**config.mk**
```make
export PLATFORM = sky130hd
export DESIGN_NAME = iconv_fifo
export DESIGN_NICKNAME = d
export VERILOG_FILES = /design/src/design/iconv_pkg.sv /design/src/design/iconv_fifo.sv
export SDC_FILE = /design/constraint.sdc
export NUM_CORES = 1
export LEC_CHECK = 0
export CORE_MARGIN = 3
export CORE_UTILIZATION = 62
export CTS_CLUSTER_SIZE = 10
export DETAILED_ROUTE_END_ITERATION = 16
export DONT_BUFFER_PORTS = 1
export GPL_TIMING_DRIVEN = 0
export PLACE_DENSITY = 0.78
export SKIP_CTS_REPAIR_TIMING = 1
export SLEW_MARGIN = 20
export SYNTH_ARGS = -nofsm -noshare
export SYNTH_HDL_FRONTEND = slang
export SYNTH_SLANG_ARGS = --single-unit
```
**constraint.sdc**
```tcl
create_clock -name clk_i -period 2.8 [get_ports clk_i]
set_clock_uncertainty 0.15 [all_clocks]
set_input_delay 0.28 -clock clk_i [delete_from_list [all_inputs] [get_ports clk_i]]
set_output_delay 0.28 -clock clk_i [all_outputs]
set_load 0.05 [all_outputs]
```
**src/design/iconv_pkg.sv**
```systemverilog
// shared constants, codes and types of the streaming convolution block
`default_nettype none

package iconv_pkg;

  // frame and kernel limits
  localparam int MAX_WIDTH  = 1024;
  localparam int MAX_HEIGHT = 1024;
  localparam int MAX_RADIUS = 2;
  localparam int KSIDE      = 2 * MAX_RADIUS + 1;
  localparam int NTAP       = KSIDE * KSIDE;
  localparam int LB_ROWS    = 2 * MAX_RADIUS;

  // field and counter widths
  localparam int COL_W  = $clog2(MAX_WIDTH);
  localparam int ROW_W  = $clog2(MAX_HEIGHT);
  localparam int DIM_W  = COL_W + 1;
  localparam int RAD_W  = 2;
  localparam int TOT_W  = COL_W + ROW_W + 1;
  localparam int POS_W  = TOT_W + 1;
  localparam int WIDX_W = $clog2(NTAP);
  localparam int PIX_W  = 16;
  localparam int WGT_W  = 16;
  localparam int PROD_W = PIX_W + WGT_W;
  localparam int PSUM_W = PROD_W + $clog2(KSIDE);
  localparam int SUM_W  = PROD_W + $clog2(NTAP);
  localparam int FRAC_W = 12;
  localparam int MAG_W  = 16;

  // queue between front and back
  localparam int Q_DEPTH = 4;
  localparam int Q_PTR_W = $clog2(Q_DEPTH);

  // configuration port
  localparam int CFG_IDX_W  = 3;
  localparam int CFG_DATA_W = 16;

  // command codes
  localparam logic [1:0] CMD_WEIGHT = 2'd0;
  localparam logic [1:0] CMD_PIXEL  = 2'd1;
  localparam logic [1:0] CMD_FLUSH  = 2'd2;

  // register indexes
  localparam logic [CFG_IDX_W-1:0] CFG_WIDTH  = 3'd0;
  localparam logic [CFG_IDX_W-1:0] CFG_HEIGHT = 3'd1;
  localparam logic [CFG_IDX_W-1:0] CFG_RADIUS = 3'd2;
  localparam logic [CFG_IDX_W-1:0] CFG_MIN    = 3'd3;
  localparam logic [CFG_IDX_W-1:0] CFG_MAX    = 3'd4;

  // clamped configuration seen by front and back
  typedef struct packed {
    logic [DIM_W-1:0] width;
    logic [DIM_W-1:0] height;
    logic [RAD_W-1:0] radius;
    logic [MAG_W-1:0] init_min;
    logic [MAG_W-1:0] init_max;
  } cfg_t;

  // classified item as it travels from front to back
  typedef struct packed {
    logic                    is_weight;
    logic [WIDX_W-1:0]       widx;
    logic signed [PIX_W-1:0] value;
    logic [COL_W-1:0]        col;
    logic                    emit;
    logic                    first;
    logic                    fend;
    logic [ROW_W-1:0]        orow;
    logic [COL_W-1:0]        ocol;
  } item_t;

endpackage

`default_nettype wire

```
**src/design/iconv_fifo.sv**
```systemverilog
// short item queue between front and back
`default_nettype none

module iconv_fifo (
  input  logic             clk_i,
  input  logic             rst_ni,
  input  logic             push_i,
  input  iconv_pkg::item_t item_i,
  input  logic             pop_i,
  output iconv_pkg::item_t head_o,
  output logic             full_o,
  output logic             empty_o
);

  iconv_pkg::item_t            mem_q [iconv_pkg::Q_DEPTH];
  logic [iconv_pkg::Q_PTR_W-1:0] wr_ptr_q;
  logic [iconv_pkg::Q_PTR_W-1:0] rd_ptr_q;
  logic [iconv_pkg::Q_PTR_W:0]   cnt_q;

  assign full_o  = (cnt_q == (iconv_pkg::Q_PTR_W + 1)'(iconv_pkg::Q_DEPTH));
  assign empty_o = (cnt_q == '0);
  assign head_o  = mem_q[rd_ptr_q];

  // storage
  always_ff @(posedge clk_i) begin
    if (push_i) begin
      mem_q[wr_ptr_q] <= item_i;
    end
  end

  // pointers and fill level
  always_ff @(posedge clk_i or negedge rst_ni) begin
    if (!rst_ni) begin
      wr_ptr_q <= '0;
      rd_ptr_q <= '0;
      cnt_q    <= '0;
    end else begin
      if (push_i) begin
        wr_ptr_q <= wr_ptr_q + iconv_pkg::Q_PTR_W'(1);
      end
      if (pop_i) begin
        rd_ptr_q <= rd_ptr_q + iconv_pkg::Q_PTR_W'(1);
      end
      if (push_i && !pop_i) begin
        cnt_q <= cnt_q + (iconv_pkg::Q_PTR_W + 1)'(1);
      end else if (pop_i && !push_i) begin
        cnt_q <= cnt_q - (iconv_pkg::Q_PTR_W + 1)'(1);
      end
    end
  end

endmodule

`default_nettype wire

```
==> metrics.txt <==
Reg2Reg Depth 4; clk_lat worst skew ~0.5 ns; CP cell instances buf_6, buf_6, mux4_2; CP peak stage delay between 0.6 and 0.7 ns; power per cell area 1195 mW/mm^2; achievable frequency roughly 0.41 GHz; Hold Path Depth 1; wire per inst approximately 25 um; fill cell count 649; CTS root buffer clkbuf_16; most used cell along the critical path buf_6; CTS tree built; nets@finish 477; final worst setup slack about 0.38 ns; aggregate global routing overflow 0; worst r2r src wr_ptr_q[0]; Startpoint Class register; TNS Setup 0 ns; WP data arrival a little under 2 ns; initial antenna violation count 0; Total Routed Length between 10000 and 15000 um; Unique masters post-synth 19; post-synthesis sequential area ratio 0.8147; Max Cap Viol 0; Netlist Area Pre-Place around 0.0083 mm^2; Worst setup EP type output port; IO Pins around 120; site row count slightly above 40; Ys Warns 0; largest net degree at the start of global routing 43; # diodes 0; GRT Util Overall 0.2016; Vias/cell around 6; die width between 100 and 150 um; critical path data required time approximately 2.4 ns; Area growth, synth to finish 20.25%; Post-Syn Nets between 300 and 400; first-pass GRT wire length 22100 um; period utilisation layout 0.8636; Crit Path Max Fanout 10; Endpoint, Worst Hold mem_q[1][40]; Cells after Synth 321; die height approximately 120 um; Setup WS pre-CTS 0.8578 ns; DR iter-0 viols roughly 310; outcome finished clean; Antenna Nets Post-Route 0; maximum clock path buffer count 3; Leakage Power between 3 and 4 nW; HP Class in2reg; DRT Pass-1 Iters 4; core area between 0.01 and 0.015 mm^2; most frequent cells in the layout edfxtp_1, dlygate4sd3_1, mux4_2, clkbuf_16, clkbuf_1; fin crit period approximately 2.4 ns; TritonCTS buffer count 26; final setup vio count 0; H-tree Lvls 1; vias in the first global route ~3700; Worst slew margin 0.4326; synthesized area per cell 25.93 um^2; number of I/O port buffers 0; total power between 0.01 and 0.015 W; IR drop worst, VDD a little over 0.001 V; worst-margin pin slew about 0.85 ns; number of remaining DRC errors 0; GPL Wtd Cong about 0.66; Max stage delay cell, worst path mux4_2; WS Path Type reg2out; fraction of layout cells with a size suffix above 1 0.2431; final hold vios 0; r2r setup slk 1.00 ns; Final HPWL DP 8567 um; hold path start push_i; RSZ-0062 raised after global routing false; via count approximately 3600; most common cell after layout, fill and taps aside edfxtp_1; clock sinks 227; Die ar. about 0.015 mm^2; Seq cells post-synth between 200 and 250; Slew Viols, Final 0; clock slew at reported path FFs 0.06 ns; R2R Path End mem_q[2][21]; Starting Density 0.6465
[cells by family after synthesis]
kind of cell	after synthesis	synth area share
adders and majority gates	6	0.009920
and+or+nand+nor	9	0.005861
DFF	227	0.8147
AOI/OAI and AO/OA	1	0.0006007
xor gates and xnor gates	6	0.006313
buffers and inverters	16	0.01247
muxes	56	0.1502
[power by group]
part / switching [W] / internal [W]
clock: 0.00117 / 0.00182
sequential: 0.000195 / 0.00445
combinational: 0.00314 / 0.00119
total: 0.00450 / 0.00746
[final cells by class]
cell class / count / area [um^2] / area share
inverters: 4 / 15.01 / 0.001500
repair buffers: 63 / 685.7 / 0.06850
multi-input cells: 78 / 1459 / 0.1458
plain buffers: 12 / 88.84 / 0.008875
clock buffers: 48 / 764.5 / 0.07637
well taps: 172 / 215.2 / 0.02150
flip-flops and latches: 227 / 6782 / 0.6775
[critical path: cells and delay by family (launching register included)]
family | cells | cell delay (ns)
buffers and inverters | 2 | 0.42
muxes | 1 | 0.69
DFF | 1 | 0.38
[cell usage after synthesis]
cell / number / area (um^2)
fa_1: 1 / 20.02
nand2_1: 2 / 7.510
buf_2: 5 / 25.02
o21ai_0: 1 / 5.000
buf_4: 2 / 15.01
nor3_1: 1 / 5.000
nor2_1: 1 / 3.750
xnor2_1: 2 / 17.52
mux2_2: 1 / 11.26
dfrtp_1: 7 / 175.2
and2_1: 4 / 25.02
ha_1: 5 / 62.56
clkbuf_1: 1 / 3.750
nor3b_1: 1 / 7.510
edfxtp_1: 220 / 6606
xor2_1: 4 / 35.03
inv_1: 4 / 15.01
mux4_2: 55 / 1239
buf_6: 4 / 45.04
[layer usage]
layer  track usage  vias up  share of wire
li1              -     1551              -
met1        0.2668     1872           0.39
met2        0.3263      161           0.51
met3       0.07289       32          0.073
met4       0.05322        0          0.023
met5             0        -              0
[metrics by stage]
| step | hold slack [ns] | instance area, um^2 | cells | utilization |
|---|---|---|---|---|
| 2_1_floorplan | -0.1656 | 8324 | 321 | - |
| 6_report | 0.02694 | 10010 | 604 | 0.7774 |
| 4_1_cts | -0.6918 | 9419 | 545 | 0.7315 |
| 3_3_place_gp | -0.1654 | 8539 | 493 | 0.6632 |
| 5_1_grt | 0.01900 | 10010 | 604 | 0.7774 |
| 3_5_place_dp | -0.1654 | 8655 | 497 | 0.6721 |
[how the worst max path moves through the flow]
| stage | start | to | slack, ns | cells after the start |
|---|---|---|---|---|
| after floorplan | wr_ptr_q[0] | mem_q[2][0] | 0.31 | 3 |
| final | rd_ptr_q[0] | head_o[32] | 0.38 | 3 |
| after CTS | rd_ptr_q[0] | head_o[37] | 0.32 | 3 |
| after global routing | rd_ptr_q[0] | head_o[37] | 0.27 | 3 |
| after global placement | wr_ptr_q[0] | mem_q[0][17] | -0.66 | 3 |
| after detailed placement | rd_ptr_q[0] | head_o[37] | 0.86 | 3 |
[flip-flops by register name, summed over array words and instances, names as in the netlist]
signal	flops
mem_q	220
cnt_q	3
rd_ptr_q	2
wr_ptr_q	2
No activity file was read; power rests on OpenSTA's default activity.
