[config.mk]
export PLATFORM = sky130hd
export DESIGN_NAME = iconv_front
export DESIGN_NICKNAME = d
export VERILOG_FILES = /design/src/design/iconv_pkg.sv /design/src/design/iconv_front.sv
export SDC_FILE = /design/constraint.sdc
export NUM_CORES = 1
export LEC_CHECK = 0
export ABC_AREA = 1
export BUFFER_PORTS_ARGS = -buffer_cell sky130_fd_sc_hd__buf_2
export CAP_MARGIN = 20
export CELL_PAD_IN_SITES_DETAIL_PLACEMENT = 1
export CELL_PAD_IN_SITES_GLOBAL_PLACEMENT = 1
export CORE_ASPECT_RATIO = 1.1
export CORE_MARGIN = 5
export CORE_UTILIZATION = 43
export CTS_CLUSTER_SIZE = 24
export DETAILED_ROUTE_END_ITERATION = 10
export PLACE_DENSITY_LB_ADDON = 0.25
export SYNTH_ARGS = -nofsm -noshare
export SYNTH_HDL_FRONTEND = slang
export SYNTH_SLANG_ARGS = --single-unit
[constraint.sdc]
create_clock -name clk_i -period 9.9 [get_ports clk_i]
set_clock_uncertainty 0.1 [all_clocks]
set_input_delay 1.98 -clock clk_i [delete_from_list [all_inputs] [get_ports clk_i]]
set_output_delay 1.98 -clock clk_i [all_outputs]
set_load 0.1 [all_outputs]
[src/design/iconv_pkg.sv]
// shared constants, codes and types of the streaming convolution block
`default_nettype none

package iconv_pkg;

  // frame and kernel limits
  localparam int MAX_WIDTH  = 1024;
  localparam int MAX_HEIGHT = 1024;
  localparam int MAX_RADIUS = 2;
  localparam int KSIDE      = 2 * MAX_RADIUS + 1;
  localparam int NTAP       = KSIDE * KSIDE;
  localparam int LB_ROWS    = 2 * MAX_RADIUS;

  // field and counter widths
  localparam int COL_W  = $clog2(MAX_WIDTH);
  localparam int ROW_W  = $clog2(MAX_HEIGHT);
  localparam int DIM_W  = COL_W + 1;
  localparam int RAD_W  = 2;
  localparam int TOT_W  = COL_W + ROW_W + 1;
  localparam int POS_W  = TOT_W + 1;
  localparam int WIDX_W = $clog2(NTAP);
  localparam int PIX_W  = 16;
  localparam int WGT_W  = 16;
  localparam int PROD_W = PIX_W + WGT_W;
  localparam int PSUM_W = PROD_W + $clog2(KSIDE);
  localparam int SUM_W  = PROD_W + $clog2(NTAP);
  localparam int FRAC_W = 12;
  localparam int MAG_W  = 16;

  // queue between front and back
  localparam int Q_DEPTH = 4;
  localparam int Q_PTR_W = $clog2(Q_DEPTH);

  // configuration port
  localparam int CFG_IDX_W  = 3;
  localparam int CFG_DATA_W = 16;

  // command codes
  localparam logic [1:0] CMD_WEIGHT = 2'd0;
  localparam logic [1:0] CMD_PIXEL  = 2'd1;
  localparam logic [1:0] CMD_FLUSH  = 2'd2;

  // register indexes
  localparam logic [CFG_IDX_W-1:0] CFG_WIDTH  = 3'd0;
  localparam logic [CFG_IDX_W-1:0] CFG_HEIGHT = 3'd1;
  localparam logic [CFG_IDX_W-1:0] CFG_RADIUS = 3'd2;
  localparam logic [CFG_IDX_W-1:0] CFG_MIN    = 3'd3;
  localparam logic [CFG_IDX_W-1:0] CFG_MAX    = 3'd4;

  // clamped configuration seen by front and back
  typedef struct packed {
    logic [DIM_W-1:0] width;
    logic [DIM_W-1:0] height;
    logic [RAD_W-1:0] radius;
    logic [MAG_W-1:0] init_min;
    logic [MAG_W-1:0] init_max;
  } cfg_t;

  // classified item as it travels from front to back
  typedef struct packed {
    logic                    is_weight;
    logic [WIDX_W-1:0]       widx;
    logic signed [PIX_W-1:0] value;
    logic [COL_W-1:0]        col;
    logic                    emit;
    logic                    first;
    logic                    fend;
    logic [ROW_W-1:0]        orow;
    logic [COL_W-1:0]        ocol;
  } item_t;

endpackage

`default_nettype wire

[src/design/iconv_front.sv]
// front end: accepts items, tracks frame positions and classifies each item
`default_nettype none

module iconv_front (
  input  logic                           clk_i,
  input  logic                           rst_ni,
  input  iconv_pkg::cfg_t                cfg_i,
  input  logic                           in_valid_i,
  input  logic [1:0]                     cmd_i,
  input  logic [2:0]                     weight_row_i,
  input  logic [2:0]                     weight_col_i,
  input  logic signed [15:0]             weight_value_i,
  input  logic signed [15:0]             pixel_value_i,
  input  logic                           q_full_i,
  output logic                           push_o,
  output iconv_pkg::item_t               item_o
);

  logic                                  accept;
  logic                                  is_weight;
  logic                                  is_sample;
  logic                                  wgt_ok;
  logic [2*iconv_pkg::DIM_W-1:0]         area;
  logic [iconv_pkg::TOT_W-1:0]           total;
  logic [iconv_pkg::POS_W-1:0]           delay;
  logic [iconv_pkg::POS_W-1:0]           pos_q;
  logic [iconv_pkg::COL_W-1:0]           in_col_q;
  logic [iconv_pkg::TOT_W-1:0]           out_pos_q;
  logic [iconv_pkg::ROW_W-1:0]           orow_q;
  logic [iconv_pkg::COL_W-1:0]           ocol_q;
  logic [iconv_pkg::TOT_W-1:0]           opos_inc;
  logic                                  emit;
  logic                                  fend;
  logic                                  col_wrap;
  logic                                  ocol_wrap;

  // classify the item
  always_comb begin
    is_weight = (cmd_i == iconv_pkg::CMD_WEIGHT);
    is_sample = (cmd_i inside {iconv_pkg::CMD_PIXEL, iconv_pkg::CMD_FLUSH});
  end

  assign wgt_ok = (weight_row_i < 3'(iconv_pkg::KSIDE)) &&
                  (weight_col_i < 3'(iconv_pkg::KSIDE));
  assign accept = in_valid_i && !q_full_i;
  assign push_o = accept && (is_sample || (is_weight && wgt_ok));

  // frame size and neighbourhood delay
  assign area  = (2*iconv_pkg::DIM_W)'(cfg_i.width) * (2*iconv_pkg::DIM_W)'(cfg_i.height);
  assign total = area[iconv_pkg::TOT_W-1:0];
  assign delay = iconv_pkg::POS_W'(cfg_i.radius) * iconv_pkg::POS_W'(cfg_i.width) +
                 iconv_pkg::POS_W'(cfg_i.radius);

  // position tests
  assign emit      = (pos_q >= delay);
  assign opos_inc  = out_pos_q + iconv_pkg::TOT_W'(1);
  assign fend      = (opos_inc >= total);
  assign col_wrap  = (({1'b0, in_col_q} + iconv_pkg::DIM_W'(1)) >= cfg_i.width);
  assign ocol_wrap = (({1'b0, ocol_q} + iconv_pkg::DIM_W'(1)) >= cfg_i.width);

  // input and output position counters
  always_ff @(posedge clk_i or negedge rst_ni) begin
    if (!rst_ni) begin
      pos_q     <= '0;
      in_col_q  <= '0;
      out_pos_q <= '0;
      orow_q    <= '0;
      ocol_q    <= '0;
    end else if (accept && is_sample) begin
      if (emit && fend) begin
        pos_q     <= '0;
        in_col_q  <= '0;
        out_pos_q <= '0;
        orow_q    <= '0;
        ocol_q    <= '0;
      end else begin
        pos_q    <= pos_q + iconv_pkg::POS_W'(1);
        in_col_q <= col_wrap ? '0 : in_col_q + iconv_pkg::COL_W'(1);
        if (emit) begin
          out_pos_q <= opos_inc;
          if (ocol_wrap) begin
            ocol_q <= '0;
            orow_q <= orow_q + iconv_pkg::ROW_W'(1);
          end else begin
            ocol_q <= ocol_q + iconv_pkg::COL_W'(1);
          end
        end
      end
    end
  end

  // item for the back end
  always_comb begin
    item_o.is_weight = is_weight;
    item_o.widx      = iconv_pkg::WIDX_W'(weight_row_i) * iconv_pkg::WIDX_W'(iconv_pkg::KSIDE) +
                       iconv_pkg::WIDX_W'(weight_col_i);
    if (is_weight) begin
      item_o.value = weight_value_i;
    end else if (cmd_i == iconv_pkg::CMD_PIXEL) begin
      item_o.value = pixel_value_i;
    end else begin
      item_o.value = '0;
    end
    item_o.col   = in_col_q;
    item_o.emit  = emit;
    item_o.first = (out_pos_q == '0);
    item_o.fend  = fend;
    item_o.orow  = orow_q;
    item_o.ocol  = ocol_q;
  end

endmodule

`default_nettype wire

==> out/metrics.cfg <==
[final_layout]
final_common_cell=nand2_1
fill_cells=3535
drive_gt1_frac=0.0976
multi_input_area_um2=8070
syn_to_final_growth_pct=11.3
final_cell_mix=nand2_1, inv_1, ha_1, buf_2, nor2_1
n_antenna_cell=0
seqCellArea_um2=1830
layout.nets=2089
final_area_um2=12600

[clocking]
root_buffer=clkbuf_16
tritoncts=done
cts_max_path_buffers=2
ctsResizeCount=0
cts.clk_slew.worst_paths_ns=0.06
clk_latency_ns=0.35
cts_max_level=3
cts_made_buffers=9
hold_buffers=0
cts_setup_buffers=0
cts.sinks=73

[floorplanning]
die_w_um=165
rows=62
ios=156
die_h_um=180
core_um2=26100
fp.dieArea_um2=29700
start_util=0.435

[timing]
hold_violations=0
setup_ws_ns=0.340
fin_crit_ns=9.56
fmax_ghz=0.105
setup_viol=0
max_slew_margin=0.394
rsz0062_at_grt=false
tightest_slew_ns=0.909
slew_violations=0
tns_ns=0
fin_crit_sh=0.966
holdWs_ns=0.421

[synth]
synthCells=1657
avgSynthCellArea_um2=6.85
yosysUniqueCellTypes=37
ys_seq_area_frac=0.161
synth_area_um2=11300
yosysWarnings=0
synth_fp_nets=1988
synth-seq-cells=73

[placed_design]
hpwl_um=27100
gp_congestion=0.867
place.port_buffers=123
placement.cell_area_um2=12300
pre_cts_ws_ns=0.0825

[critical_path]
worstSetupEndpointType=primary output
required_ns=7.82
cp_slowest_cell=fa_1
r2r-start=out_pos_q[0]
rrSetupSlack_ns=6.04
slowest_delay_ns=0.55
cp.arrival_ns=7.48
critPathKind=primary input to primary output
r2r-end=pos_q[20]
cp_common_cell=nand2_1
crit_path_max_fanout=9
critPathLaunchType=primary input
path_buf_inv=5
crit_family=adder cells
reg2reg_depth=20

[route]
drt_pre_antenna_iters=5
wl_per_cell_um=15.4
drt_iter0_markers=383
postRouteAntennaNets=0
drt-vias-per-instance=5.07
num_vias=10712
drc_errors=0
routed_wl_um=32500

[pwr]
ir_worst_vdd_mv=0.191
power.leakage_uw=0.00755
total_power_uw=3280
power-per-cell-area_nw_per_um2=260

[min_path]
hp-start=orow_q[9]
worstHoldPathCells=2
whs_endpoint=orow_q[9]
min_path_type=flip-flop to flip-flop

[global_routing]
grt_antenna_before_repair=0
grtUsageTotal=0.226
gr-total-overflow=0
grt_pass1_vias=11482
grt_pass1_wl_um=55600
grt_max_degree=74

[outcome]
outcome=complete, no violations

[job]
drv_cap=0

worst min-delay path, stage by stage (launching register included):
cell,delay [ns]
dfrtp_1,0.37
nand2_1,0.06
nand2_1,0.06
flip-flops by register name, summed over array words and instances (netlist names):
name       cells
ocol_q        10
in_col_q      10
pos_q         22
out_pos_q     21
orow_q        10
through the flow:
stage	util	cells
after floorplan	-	1657
after global placement	0.472	2098
final	0.484	2114
after CTS	0.482	2113
after global routing	0.484	2114
after detailed placement	0.472	2098
per-layer routing:
| layer | vias to the layer above | routed length (um) | GRT usage |
|---|---|---|---|
| met1 | 5240 | 14200 | 0.280 |
| li1 | 5310 | - | - |
| met3 | 35 | 850 | 0.0213 |
| met2 | 127 | 16900 | 0.416 |
| met5 | - | 0 | 0 |
| met4 | 0 | 582 | 0.0549 |
cell usage after synthesis, drive strengths merged:
cell / instances / area (um2)
a21boi: 1 / 7.51
inv: 332 / 1250
and3: 1 / 6.26
nor4: 3 / 18.8
nand4: 27 / 169
nand2: 488 / 1850
o21a: 2 / 15.0
fa: 82 / 1640
a21oi: 54 / 270
nor3: 30 / 176
buf: 14 / 91.3
xor2: 45 / 394
xnor2: 23 / 201
ha: 149 / 1860
a211oi: 1 / 7.51
o21bai: 2 / 15.0
a31oi: 2 / 12.5
nand3: 102 / 521
o21ai: 57 / 285
nor2: 113 / 439
nor3b: 2 / 15.0
clkbuf: 33 / 124
and2: 2 / 12.5
dfrtp: 73 / 1830
clkinv: 1 / 3.75
a21o: 9 / 67.6
nand3b: 9 / 67.6
how the worst max path moves through the flow:
stage | to | cells past startpoint | slack [ns] | start
6_report | item_o[20] | 26 | 0.34 | cfg_i[52]
5_1_grt | item_o[20] | 25 | 0.0005 | cfg_i[52]
4_1_cts | item_o[20] | 24 | 0.06 | cfg_i[44]
3_5_place_dp | item_o[20] | 24 | 0.08 | cfg_i[44]
3_3_place_gp | item_o[20] | 24 | 0.14 | cfg_i[44]
2_1_floorplan | item_o[20] | 25 | 0.35 | cfg_i[44]
area by class of cell:
| cell class | instances | share of cell area |
|---|---|---|
| multi-input cells | 1204 | 0.639 |
| repair buffers | 137 | 0.0614 |
| clock inverters | 4 | 0.00159 |
| clock buffers | 11 | 0.0192 |
| inverters | 333 | 0.0990 |
| flip-flops and latches | 73 | 0.145 |
| well taps | 352 | 0.0349 |
report_power, final:
group	switching [uW]	internal [uW]
combinational	1680	802
clock	130	173
sequential	111	382
kinds of logic (layout without fill, tap and decap cells):
logic type | count (synthesis) | count (layout) | share of synthesized area
compound gates | 128 | 128 | 0.0600
simple gates | 777 | 777 | 0.288
buf+inv | 380 | 485 | 0.129
fa+ha+maj | 231 | 231 | 0.309
flops | 73 | 73 | 0.161
xor+xnor | 68 | 68 | 0.0525
Power figures use the tool's default switching activity.
